$ cat src/rtl/bziq_pkg.sv
// Package for the balanced zone input qualifier.
// Holds the transaction types, configuration codes and level/state helper functions.
// No dependencies.
`timescale 1ns / 1ps

package bziq_pkg;

    localparam int SAMPLE_BITS   = 12;
    localparam int MIN_FILTER_MS = 50;
    localparam int CFG_INDEX_W   = 4;
    localparam int CFG_DATA_W    = 16;
    localparam int TIME_W        = 16;

    typedef enum logic [1:0] {
        MODE_OFF      = 2'd0,
        MODE_DIGITAL  = 2'd1,
        MODE_BALANCED = 2'd2,
        MODE_RESERVED = 2'd3
    } mode_t;

    typedef enum logic [2:0] {
        ST_SHORT   = 3'd0,
        ST_NORMAL  = 3'd1,
        ST_ALARM   = 3'd2,
        ST_BREAK   = 3'd3,
        ST_UNKNOWN = 3'd4
    } zone_state_t;

    localparam logic [2:0] LVL_UNREAD = 3'd4;

    typedef enum logic [CFG_INDEX_W-1:0] {
        REG_CHANNEL_SETUP   = 4'd0,
        REG_THRESHOLD_1     = 4'd1,
        REG_THRESHOLD_2     = 4'd2,
        REG_THRESHOLD_3     = 4'd3,
        REG_FILTER_TIME     = 4'd4,
        REG_DELAY_ON        = 4'd5,
        REG_DELAY_OFF       = 4'd6,
        REG_TAMPER_DELAY_ON = 4'd7
    } reg_index_t;

    typedef struct packed {
        logic [SAMPLE_BITS-1:0] adc_sample;
        logic [31:0]            now_ms;
    } in_t;

    typedef struct packed {
        logic [2:0] zone_state;
        logic       state_changed;
        logic       drive_outputs;
    } out_t;

    typedef struct packed {
        logic [9:0]             channel_setup;
        logic [SAMPLE_BITS-1:0] threshold_1;
        logic [SAMPLE_BITS-1:0] threshold_2;
        logic [SAMPLE_BITS-1:0] threshold_3;
        logic [TIME_W-1:0]      filter_time;
        logic [TIME_W-1:0]      delay_on;
        logic [TIME_W-1:0]      delay_off;
        logic [TIME_W-1:0]      tamper_delay_on;
    } cfg_t;

    function automatic logic [2:0] state_of_level(input logic [2:0] lvl,
                                                  input logic [9:0] setup);
        logic [2:0] st;
        st = ST_UNKNOWN;
        case (lvl)
            3'd0:    st = {1'b0, setup[3:2]};
            3'd1:    st = {1'b0, setup[5:4]};
            3'd2:    st = {1'b0, setup[7:6]};
            3'd3:    st = {1'b0, setup[9:8]};
            default: st = ST_UNKNOWN;
        endcase
        return st;
    endfunction

    function automatic logic [TIME_W:0] hold_time(input logic [2:0] from_st,
                                                  input logic [2:0] to_st,
                                                  input cfg_t cfg);
        logic [TIME_W-1:0] base;
        logic [TIME_W:0]   need;
        logic              to_tamper;
        base = (cfg.filter_time < TIME_W'(MIN_FILTER_MS)) ?
               TIME_W'(MIN_FILTER_MS) : cfg.filter_time;
        to_tamper = (to_st == ST_SHORT) || (to_st == ST_BREAK);
        need = {1'b0, base};
        if (from_st == to_st) begin
            need = '0;
        end else if ((from_st == ST_NORMAL || from_st == ST_ALARM) && to_tamper) begin
            need = {1'b0, base} + {1'b0, cfg.tamper_delay_on};
        end else if (from_st == ST_NORMAL && to_st == ST_ALARM) begin
            need = {1'b0, base} + {1'b0, cfg.delay_on};
        end else if (from_st == ST_ALARM && to_st == ST_NORMAL) begin
            need = {1'b0, base} + {1'b0, cfg.delay_off};
        end
        return need;
    endfunction

endpackage

$ cat src/rtl/balanced_zone_input_qualifier_top.sv
// Top level of the balanced zone input qualifier.
// Holds the input register, level sorting, hold timer and result register.
// Depends on bziq_pkg and bziq_cfg_regs.
//
//   Channel | Handshake             | Payload
//   --------+-----------------------+-------------------------------
//   in      | in_valid / in_stall   | in_data  (adc_sample, now_ms)
//   out     | out_valid / out_stall | out_data (state, changed, drive)
//   cfg     | cfg_valid / cfg_ready | cfg_index, cfg_data
//
// One transaction is accepted per cycle while the output is not stalled; each gives its
// result through the input register and then the result register, around the
// combinational level, timer and acceptance logic.
// Reset clears the zone state to unknown and arms forced acceptance.
// A stall on the output holds the result and backs up into in_stall.
`timescale 1ns / 1ps

module balanced_zone_input_qualifier_top (
    input  logic                              clk,
    input  logic                              rst_n,
    input  logic                              in_valid,
    output logic                              in_stall,
    input  bziq_pkg::in_t                     in_data,
    output logic                              out_valid,
    input  logic                              out_stall,
    output bziq_pkg::out_t                    out_data,
    input  logic                              cfg_valid,
    output logic                              cfg_ready,
    input  logic [bziq_pkg::CFG_INDEX_W-1:0]  cfg_index,
    input  logic [bziq_pkg::CFG_DATA_W-1:0]   cfg_data
);
    import bziq_pkg::*;

    cfg_t       cfg;
    logic       cfg_write;

    logic       in_valid_reg;
    in_t        in_data_reg;
    logic       out_valid_reg;
    logic       out_valid_next;
    out_t       out_data_reg;
    out_t       out_data_next;

    logic [2:0]  cur_level_reg;
    logic [2:0]  cur_level_next;
    logic [2:0]  acc_level_reg;
    logic [2:0]  acc_level_next;
    logic [31:0] stamp_reg;
    logic [31:0] stamp_next;
    logic        force_reg;
    logic        force_next;
    logic        drive_reg;
    logic        drive_next;

    logic        advance;
    logic [1:0]  mode;
    logic [2:0]  lvl;
    logic [2:0]  from_st;
    logic [2:0]  to_st;
    logic [TIME_W:0] need;
    logic [31:0] elapsed;
    logic        changed;

    bziq_cfg_regs u_cfg_regs (
        .clk       (clk),
        .rst_n     (rst_n),
        .cfg_valid (cfg_valid),
        .cfg_ready (cfg_ready),
        .cfg_index (cfg_index),
        .cfg_data  (cfg_data),
        .cfg       (cfg),
        .cfg_write (cfg_write)
    );

    assign advance   = !out_valid_reg || !out_stall;
    assign in_stall  = in_valid_reg && !advance;
    assign out_valid = out_valid_reg;
    assign out_data  = out_data_reg;
    assign mode      = cfg.channel_setup[1:0];

    always_comb
    begin
        cur_level_next = cur_level_reg;
        acc_level_next = acc_level_reg;
        stamp_next     = stamp_reg;
        force_next     = force_reg;
        drive_next     = drive_reg;
        changed        = 1'b0;
        lvl            = 3'd3;
        from_st        = ST_UNKNOWN;
        to_st          = ST_UNKNOWN;
        need           = '0;
        elapsed        = '0;

        if (mode == MODE_DIGITAL)
        begin
            lvl = (cfg.threshold_1 > in_data_reg.adc_sample) ? 3'd0 : 3'd1;
        end
        else if (cfg.threshold_1 > in_data_reg.adc_sample)
        begin
            lvl = 3'd0;
        end
        else if (cfg.threshold_2 > in_data_reg.adc_sample)
        begin
            lvl = 3'd1;
        end
        else if (cfg.threshold_3 > in_data_reg.adc_sample)
        begin
            lvl = 3'd2;
        end

        if (in_valid_reg && advance && (mode == MODE_DIGITAL || mode == MODE_BALANCED))
        begin
            if (lvl != cur_level_reg)
            begin
                cur_level_next = lvl;
                stamp_next     = in_data_reg.now_ms;
            end
            if (cur_level_next != acc_level_reg)
            begin
                from_st = state_of_level(acc_level_reg, cfg.channel_setup);
                to_st   = state_of_level(cur_level_next, cfg.channel_setup);
                need    = hold_time(from_st, to_st, cfg);
                elapsed = in_data_reg.now_ms - stamp_next;
                if (elapsed >= 32'(need) || force_reg)
                begin
                    acc_level_next = cur_level_next;
                    force_next     = 1'b0;
                    changed        = 1'b1;
                    if (to_st == ST_NORMAL)
                    begin
                        drive_next = 1'b0;
                    end
                    if (to_st == ST_ALARM)
                    begin
                        drive_next = 1'b1;
                    end
                end
            end
        end

        if (cfg_write)
        begin
            force_next = 1'b1;
        end

        out_data_next.zone_state    = state_of_level(acc_level_next, cfg.channel_setup);
        out_data_next.state_changed = changed;
        out_data_next.drive_outputs = drive_next;
        out_valid_next = advance ? in_valid_reg : out_valid_reg;
    end

    always_ff @(posedge clk or negedge rst_n)
    begin
        if (!rst_n)
        begin
            in_valid_reg  <= 1'b0;
            out_valid_reg <= 1'b0;
            cur_level_reg <= LVL_UNREAD;
            acc_level_reg <= LVL_UNREAD;
            stamp_reg     <= '0;
            force_reg     <= 1'b1;
            drive_reg     <= 1'b0;
        end
        else
        begin
            if (!in_stall)
            begin
                in_valid_reg <= in_valid;
            end
            out_valid_reg <= out_valid_next;
            cur_level_reg <= cur_level_next;
            acc_level_reg <= acc_level_next;
            stamp_reg     <= stamp_next;
            force_reg     <= force_next;
            drive_reg     <= drive_next;
        end
    end

    always_ff @(posedge clk)
    begin
        if (!in_stall)
        begin
            in_data_reg <= in_data;
        end
        if (advance && in_valid_reg)
        begin
            out_data_reg <= out_data_next;
        end
    end

endmodule

$ cat src/rtl/bziq_cfg_regs.sv
// Configuration register file of the balanced zone input qualifier.
// Decodes write transactions and flags every write for forced acceptance.
// Depends on bziq_pkg.
`timescale 1ns / 1ps

module bziq_cfg_regs (
    input  logic                               clk,
    input  logic                               rst_n,
    input  logic                               cfg_valid,
    output logic                               cfg_ready,
    input  logic [bziq_pkg::CFG_INDEX_W-1:0]   cfg_index,
    input  logic [bziq_pkg::CFG_DATA_W-1:0]    cfg_data,
    output bziq_pkg::cfg_t                     cfg,
    output logic                               cfg_write
);
    import bziq_pkg::*;

    cfg_t cfg_reg;
    cfg_t cfg_next;

    assign cfg_ready = 1'b1;
    assign cfg_write = cfg_valid;
    assign cfg       = cfg_reg;

    always_comb
    begin
        cfg_next = cfg_reg;
        if (cfg_valid)
        begin
            case (cfg_index)
                REG_CHANNEL_SETUP:   cfg_next.channel_setup   = cfg_data[9:0];
                REG_THRESHOLD_1:     cfg_next.threshold_1     = cfg_data[SAMPLE_BITS-1:0];
                REG_THRESHOLD_2:     cfg_next.threshold_2     = cfg_data[SAMPLE_BITS-1:0];
                REG_THRESHOLD_3:     cfg_next.threshold_3     = cfg_data[SAMPLE_BITS-1:0];
                REG_FILTER_TIME:     cfg_next.filter_time     = cfg_data[TIME_W-1:0];
                REG_DELAY_ON:        cfg_next.delay_on        = cfg_data[TIME_W-1:0];
                REG_DELAY_OFF:       cfg_next.delay_off       = cfg_data[TIME_W-1:0];
                REG_TAMPER_DELAY_ON: cfg_next.tamper_delay_on = cfg_data[TIME_W-1:0];
                default:             cfg_next = cfg_reg;
            endcase
        end
    end

    always_ff @(posedge clk or negedge rst_n)
    begin
        if (!rst_n)
        begin
            cfg_reg.channel_setup   <= '0;
            cfg_reg.threshold_1     <= SAMPLE_BITS'(1024);
            cfg_reg.threshold_2     <= SAMPLE_BITS'(2048);
            cfg_reg.threshold_3     <= SAMPLE_BITS'(3072);
            cfg_reg.filter_time     <= TIME_W'(50);
            cfg_reg.delay_on        <= '0;
            cfg_reg.delay_off       <= '0;
            cfg_reg.tamper_delay_on <= '0;
        end
        else
        begin
            cfg_reg <= cfg_next;
        end
    end

endmodule
$ cat config.mk
export PLATFORM = sky130hd
export DESIGN_NAME = balanced_zone_input_qualifier_top
export DESIGN_NICKNAME = d
export VERILOG_FILES = /design/src/rtl/bziq_pkg.sv /design/src/rtl/balanced_zone_input_qualifier_top.sv /design/src/rtl/bziq_cfg_regs.sv
export SDC_FILE = /design/constraint.sdc
export NUM_CORES = 1
export LEC_CHECK = 0
export BUFFER_PORTS_ARGS = -buffer_cell sky130_fd_sc_hd__buf_4
export CAP_MARGIN = 0
export CORE_ASPECT_RATIO = 0.7
export CORE_UTILIZATION = 60
export CTS_CLUSTER_DIAMETER = 80
export DETAILED_ROUTE_END_ITERATION = 16
export PLACE_DENSITY = 0.84
export SLEW_MARGIN = 25
export SYNTH_ARGS = -nofsm -noshare
export SYNTH_HDL_FRONTEND = slang
export SYNTH_SLANG_ARGS = --single-unit
$ cat constraint.sdc
create_clock -name clk -period 10.4 [get_ports clk]
set_input_delay 1.56 -clock clk [delete_from_list [all_inputs] [get_ports clk]]
set_output_delay 1.56 -clock clk [all_outputs]
set_load 0.05 [all_outputs]
# == After elaboration in Yosys (flattened, before gate mapping) ==
# Index checks and enable logic that the tools add are counted.
# totals
wordCells,123
input_bits,69
out_inout_bits,8
register_bits,201
# op_classes
addsub,4
eq_ne,26
order_cmp,5
reduce_logical,32
n_mux,36
# ops
operator,count
$mux 17,6
$mux 32,2
$add 16x16->17,3
$gt 12x12->1,3
$pmux 3 s4,3
$ge 32x17->1,1
$sub 32x32->32,1
$mux 3,10
$eq 3x2->1 const B,9
$reduce_and 2->1,9
$eq 4x3->1 const B,4
$lt 16x6->1 const B,1
$mux 16,1
$eq 3x1->1 const B,5
$logic_not 3->1,4
$mux 1,12
$eq 4x2->1 const B,2
$logic_and 1x1->1,6
$ne 3x3->1,2
$reduce_bool 2->1,3
$logic_or 1x1->1,5
$eq 4x1->1 const B,1
$logic_not 4->1,1
$mux 2,2
other kinds (5),7

# == Logic depth before layout (Yosys ltp) ==
# logic_depth
word_depth,27
mapped_depth,33
depth_no_buf,33

# == Modules after synthesis ==
# From an unflattened synthesis, not the netlist that was laid out.
# unflattened
cells_unflattened,1243
area_unflattened_um2,13460.4
# by_module_without_submodules
module,area_per_inst_um2,cells_each,seq_area_each_um2,instances
balanced_zone_input_qualifier_top,9212.6,1000,2526.2,1
bziq_cfg_regs,4247.8,243,2761.4,1

# == Worst setup path after synthesis ==
# OpenSTA, ideal clock, no wires.
# synth_timing
path_type,reg2reg
start,register in_data_reg[37] (netlist name)
end,"register out_data_reg, in the netlist out_data[2], data pin"
setup_time_ns,0.260
path_stages_with_launch,33
path_slack_ns,3.033
synth_period_minus_slack_ns,7.367
required_ns,10.140
arrival_time_ns,7.107
n_path_buf,1
cell_sequence,edfxtp_1 > inv_1 > ha_1 > a21o_1 > a221o_1 > a221oi_1 > o2bb2ai_1 > xnor2_1 > and4b_1 > nor2_1 > buf_2 > mux2i_1 > fa_1 > a211oi_1 > o21ai_1 > a211oi_2 > o211ai_1 > and2_1 > a21o_1 > a21oi_1 > xnor2_1 > ha_1 > a2111oi_0 > nand4_1 > a21oi_1 > o2111ai_1 > or4_4 > a2111oi_4 > and4_4 > a31o_4 > mux2i_1 > mux2i_1 > a21oi_1
# synth_rtl
element,line_no,text
"start, declared",balanced_zone_input_qualifier_top.sv:38,in_t in_data_reg;
"start signal, assigned",balanced_zone_input_qualifier_top.sv:184,in_data_reg <= in_data;
"end signal, assigned",balanced_zone_input_qualifier_top.sv:188,out_data_reg <= out_data_next;
"end, declared",balanced_zone_input_qualifier_top.sv:41,out_t out_data_reg;

==> impl_summary.txt <==
----------------------------------------------------
[Status]
  Run status ... finished clean

[STA]
  Final worst-path cycle share ... 0.815
  Setup repair after global routing missed its margin ... false
  Setup TNS Final ... 0 ns
  Timing-limited maximum frequency ... 118 MHz
  Final Hold Vio Count ... 0
  Clock skew ... 0.00959 ns
  Final setup fails ... 0
  Count of pins over their slew limit ... 0
  Final critical delay including setup and external delays ... 8.48 ns
  Slew at the pin with the worst max-slew slack ... 1.01 ns
  Slew headroom ... 0.323

[Flow run]
  Max_cap viols ... 0

[Power]
  Worst IR drop on VDD ... 0.000198 V
  Static leakage ... 6.79 nW
  PwrDens ... 287 nW/um^2

[Route]
  Mean routed wirelength per cell ... 19.2 um
  Drc violations ... 0
  Antenna Violating Nets Remaining ... 0
  Number of vias per cell after detailed routing ... 6.24
  Total via count in the routed design ... 10400
  Drt total wl ... 31.9 mm
  Pre-Repair DR Iteration Count ... 5
  Iteration-0 DRC Markers ... 829

[Worst setup path]
  End of the worst register-to-register path ... out_data[2]
  CP top delay family ... compound AO/OA/AOI/OAI gates
  Crit path required time ... 10.66 ns
  Worst EP arrival ... 8.74 ns
  Worst Path Class, Setup ... reg -> reg
  Slowest stage cell, crit path ... or4_4
  Number of cell instances on the worst register-to-register path ... 33
  Biggest cell delay along the critical path ... 0.59 ns
  Highest fanout seen on the critical path ... 12
  Worst R2R Setup Slack ... 1.92 ns
  Critical Path Sink Type ... flip-flop
  CP Launch Type ... flip-flop
  Buffering stage count on the worst path with inverters included ... 2
  Source of the worst register-to-register timing path ... in_data_reg[39]

[CTS]
  Clock root cell ... clkbuf_16
  Post-cts repair resize count ... 0
  Clock tree from TritonCTS ... yes
  Number of sinks handled by clock tree synthesis ... 201
  Longest Clk Path Bufs ... 3
  Number of hold buffers added after CTS ... 0
  CTS HTree Levels ... 1
  Clock transition time at the flip-flop clock pins of the worst setup and hold paths ... 0.06 ns
  Post-CTS setup buffer count ... 0
  Worst-skew pair later-pin latency ... 0.51 ns
  Total clock buffers created by CTS ... 21

[Finish]
  Number of flip-flops under the largest register name ... 110
  Post-synthesis to final-layout area growth ... 11.1%
  FF/Latch Area ... 5290 um^2
  Cell area after layout ... 14900 um^2
  Area taken by multi-input logic gates ... 7750 um^2
  Share of final-layout standard cells stronger than drive strength 1 ... 0.184
  Final std cells w/o fill ... 1666
  Diode insertion count for antenna repair ... 0
  Net total in the final layout ... 1575
  Final-layout fill cell count ... 1616

[Floorplan]
  Core Rows ... 45
  Starting utilization of the core area ... 0.615
  CORE AREA ... 21800 um^2
  Die ar. ... 22900 um^2
  Top-level I/O count ... 77
  Die Wd ... 181 um
  Die span in y ... 127 um

[Hold path]
  Worst hold path stage count ... 2
  Launch instance of the worst min-delay path ... stamp_reg[3]
  End point of the worst hold path ... stamp_reg[3]
  Worst hold-check path type ... reg -> reg

[Placed design]
  Detailed-placement wirelength estimate ... 23.3 mm
  Cell total after placement ... 1628
  Number of port buffers ... 75
  Gpl congestion ... 0.954
  Total cell area at the placement stage ... 14200 um^2

[Yosys]
  Synthesized area divided by synthesized cell count ... 10.2 um^2
  Library cells used by synthesis ... 79
  Top cells by area, synth ... dfrtp_1 27%, ha_1 12%, edfxtp_1 11%, mux2_2 9.2%, mux2i_1 3.4%
  Number of warnings printed during yosys synthesis ... 0
  Area share of the largest cell type after synthesis ... 0.265
  Cell count after synthesis ... 1313
  Synth area leader ... dfrtp_1
  Sequential share of the synthesized area ... 0.395
  Asr flop ratio synth ... 0.756
  Most frequently used flop master after synthesis ... dfrtp_1
  Combined area of all synthesized cells ... 13400 um^2
  Synthesized netlist net count ... 1519
  Number of synthesized register bits ... 201
  Number of flops mapped to enable cells by yosys ... 49

[Global route]
  GRT Overall Usage ... 0.284
  Number of antenna violations at the first check in global routing ... 0
  GRT Residual Overflow ... 0
  Global-route wire length before repair ... 52.4 mm
  Largest net degree at the start of global routing ... 92
  Via count of the first global-routing pass ... 10000

----------------------------------------------------
==> kinds of logic (layout without fill, tap and decap cells) <==
group | after synthesis | after routing | synth area share
XOR/XNOR | 54 | 54 | 0.0353
adder cells (fa/ha/maj) | 137 | 137 | 0.130
multiplexers | 156 | 156 | 0.127
other | 1 | 1 | 0.000280
flip-flops | 201 | 201 | 0.395
AND/OR/NAND/NOR | 333 | 333 | 0.124
AO/OA/AOI/OAI | 331 | 331 | 0.160
buffers and inverters | 100 | 171 | 0.0290
==> per-stage QoR <==
stage / utilization / worst slack [ns] / total power (W) / hold WS, ns
final: 0.683 / 1.92 / 0.00428 / 0.484
after global routing: 0.683 / 1.21 / 0.00460 / 0.513
after CTS: 0.683 / 1.98 / 0.00426 / 0.485
after detailed placement: 0.652 / 2.01 / 0.00347 / 0.471
after global placement: 0.652 / 2.31 / 0.00338 / 0.456
after floorplan: - / 3.03 / 0.00292 / 0.442
==> layout by cell type, fill, tap and decap left out, drive strengths merged, types with 18 or more instances in the layout <==
cell type	synthesis	layout
xnor2	30	30
o21ai	94	94
ha	133	133
a21o	23	23
dfrtp	142	142
buf	12	83
a21oi	87	87
inv	50	52
nand3	18	18
nand2	102	102
clkbuf	38	32
xor2	24	24
nor2	71	71
nor3	18	18
nor2b	25	25
edfxtp	49	49
mux2	110	110
mux2i	46	46
==> cell type report <==
type | instances | share of cell area
sequential | 201 | 0.355
clock inverter | 6 | 0.00404
tap | 282 | 0.0237
multi-input combinational | 1012 | 0.521
inverter | 50 | 0.0126
clock buffer | 32 | 0.0414
timing repair buffer | 83 | 0.0421
==> Yosys cell counts, types with 24 or more instances <==
cell type	number
a21oi_1	87
clkbuf_1	38
dfrtp_1	142
edfxtp_1	49
ha_1	133
inv_1	49
mux2_2	109
mux2i_1	46
nand2_1	102
nor2_1	71
nor2b_1	25
o21ai_0	81
xnor2_1	30
xor2_1	24
==> worst reg2reg max path: cells and delay by family (launching register included) <==
family	cells	cell delay, ns
buffers and inverters	2	0.17
AOI/OAI and AO/OA	15	3.38
and+or+nand+nor	7	2.13
muxes	3	0.90
xor gates and xnor gates	2	0.20
DFF	1	0.39
adders and majority gates	4	1.04
==> worst max-delay path by stage <==
stage | startpoint | endpoint | cells after the start
floorplan | in_data_reg[37] | out_data[2] | 32
detailed placement | in_data_reg[39] | out_data[2] | 33
finish | in_data_reg[39] | out_data[2] | 33
global placement | in_data_reg[37] | out_data[3] | 33
global route | in_data_reg[37] | out_data[2] | 33
CTS | in_data_reg[39] | out_data[2] | 33
==> power breakdown <==
part / internal, W / switching [W] / leakage [nW]
logic: 0.00101 / 0.00137 / 4.11
registers: 0.00101 / 0.000143 / 2.34
clock network: 0.000435 / 0.000322 / 0.337
==> layer usage <==
metal | up-vias | global-route usage | wire, um | part of all wire
met2 | 363 | 0.439 | 13900 | 0.44
met1 | 5008 | 0.421 | 15400 | 0.48
met5 | - | 0 | 0 | 0
li1 | 4964 | - | - | -
met4 | 0 | 0.0719 | 672 | 0.021
met3 | 55 | 0.0416 | 1980 | 0.062
Note: power is estimated with default switching activity, not from simulation.
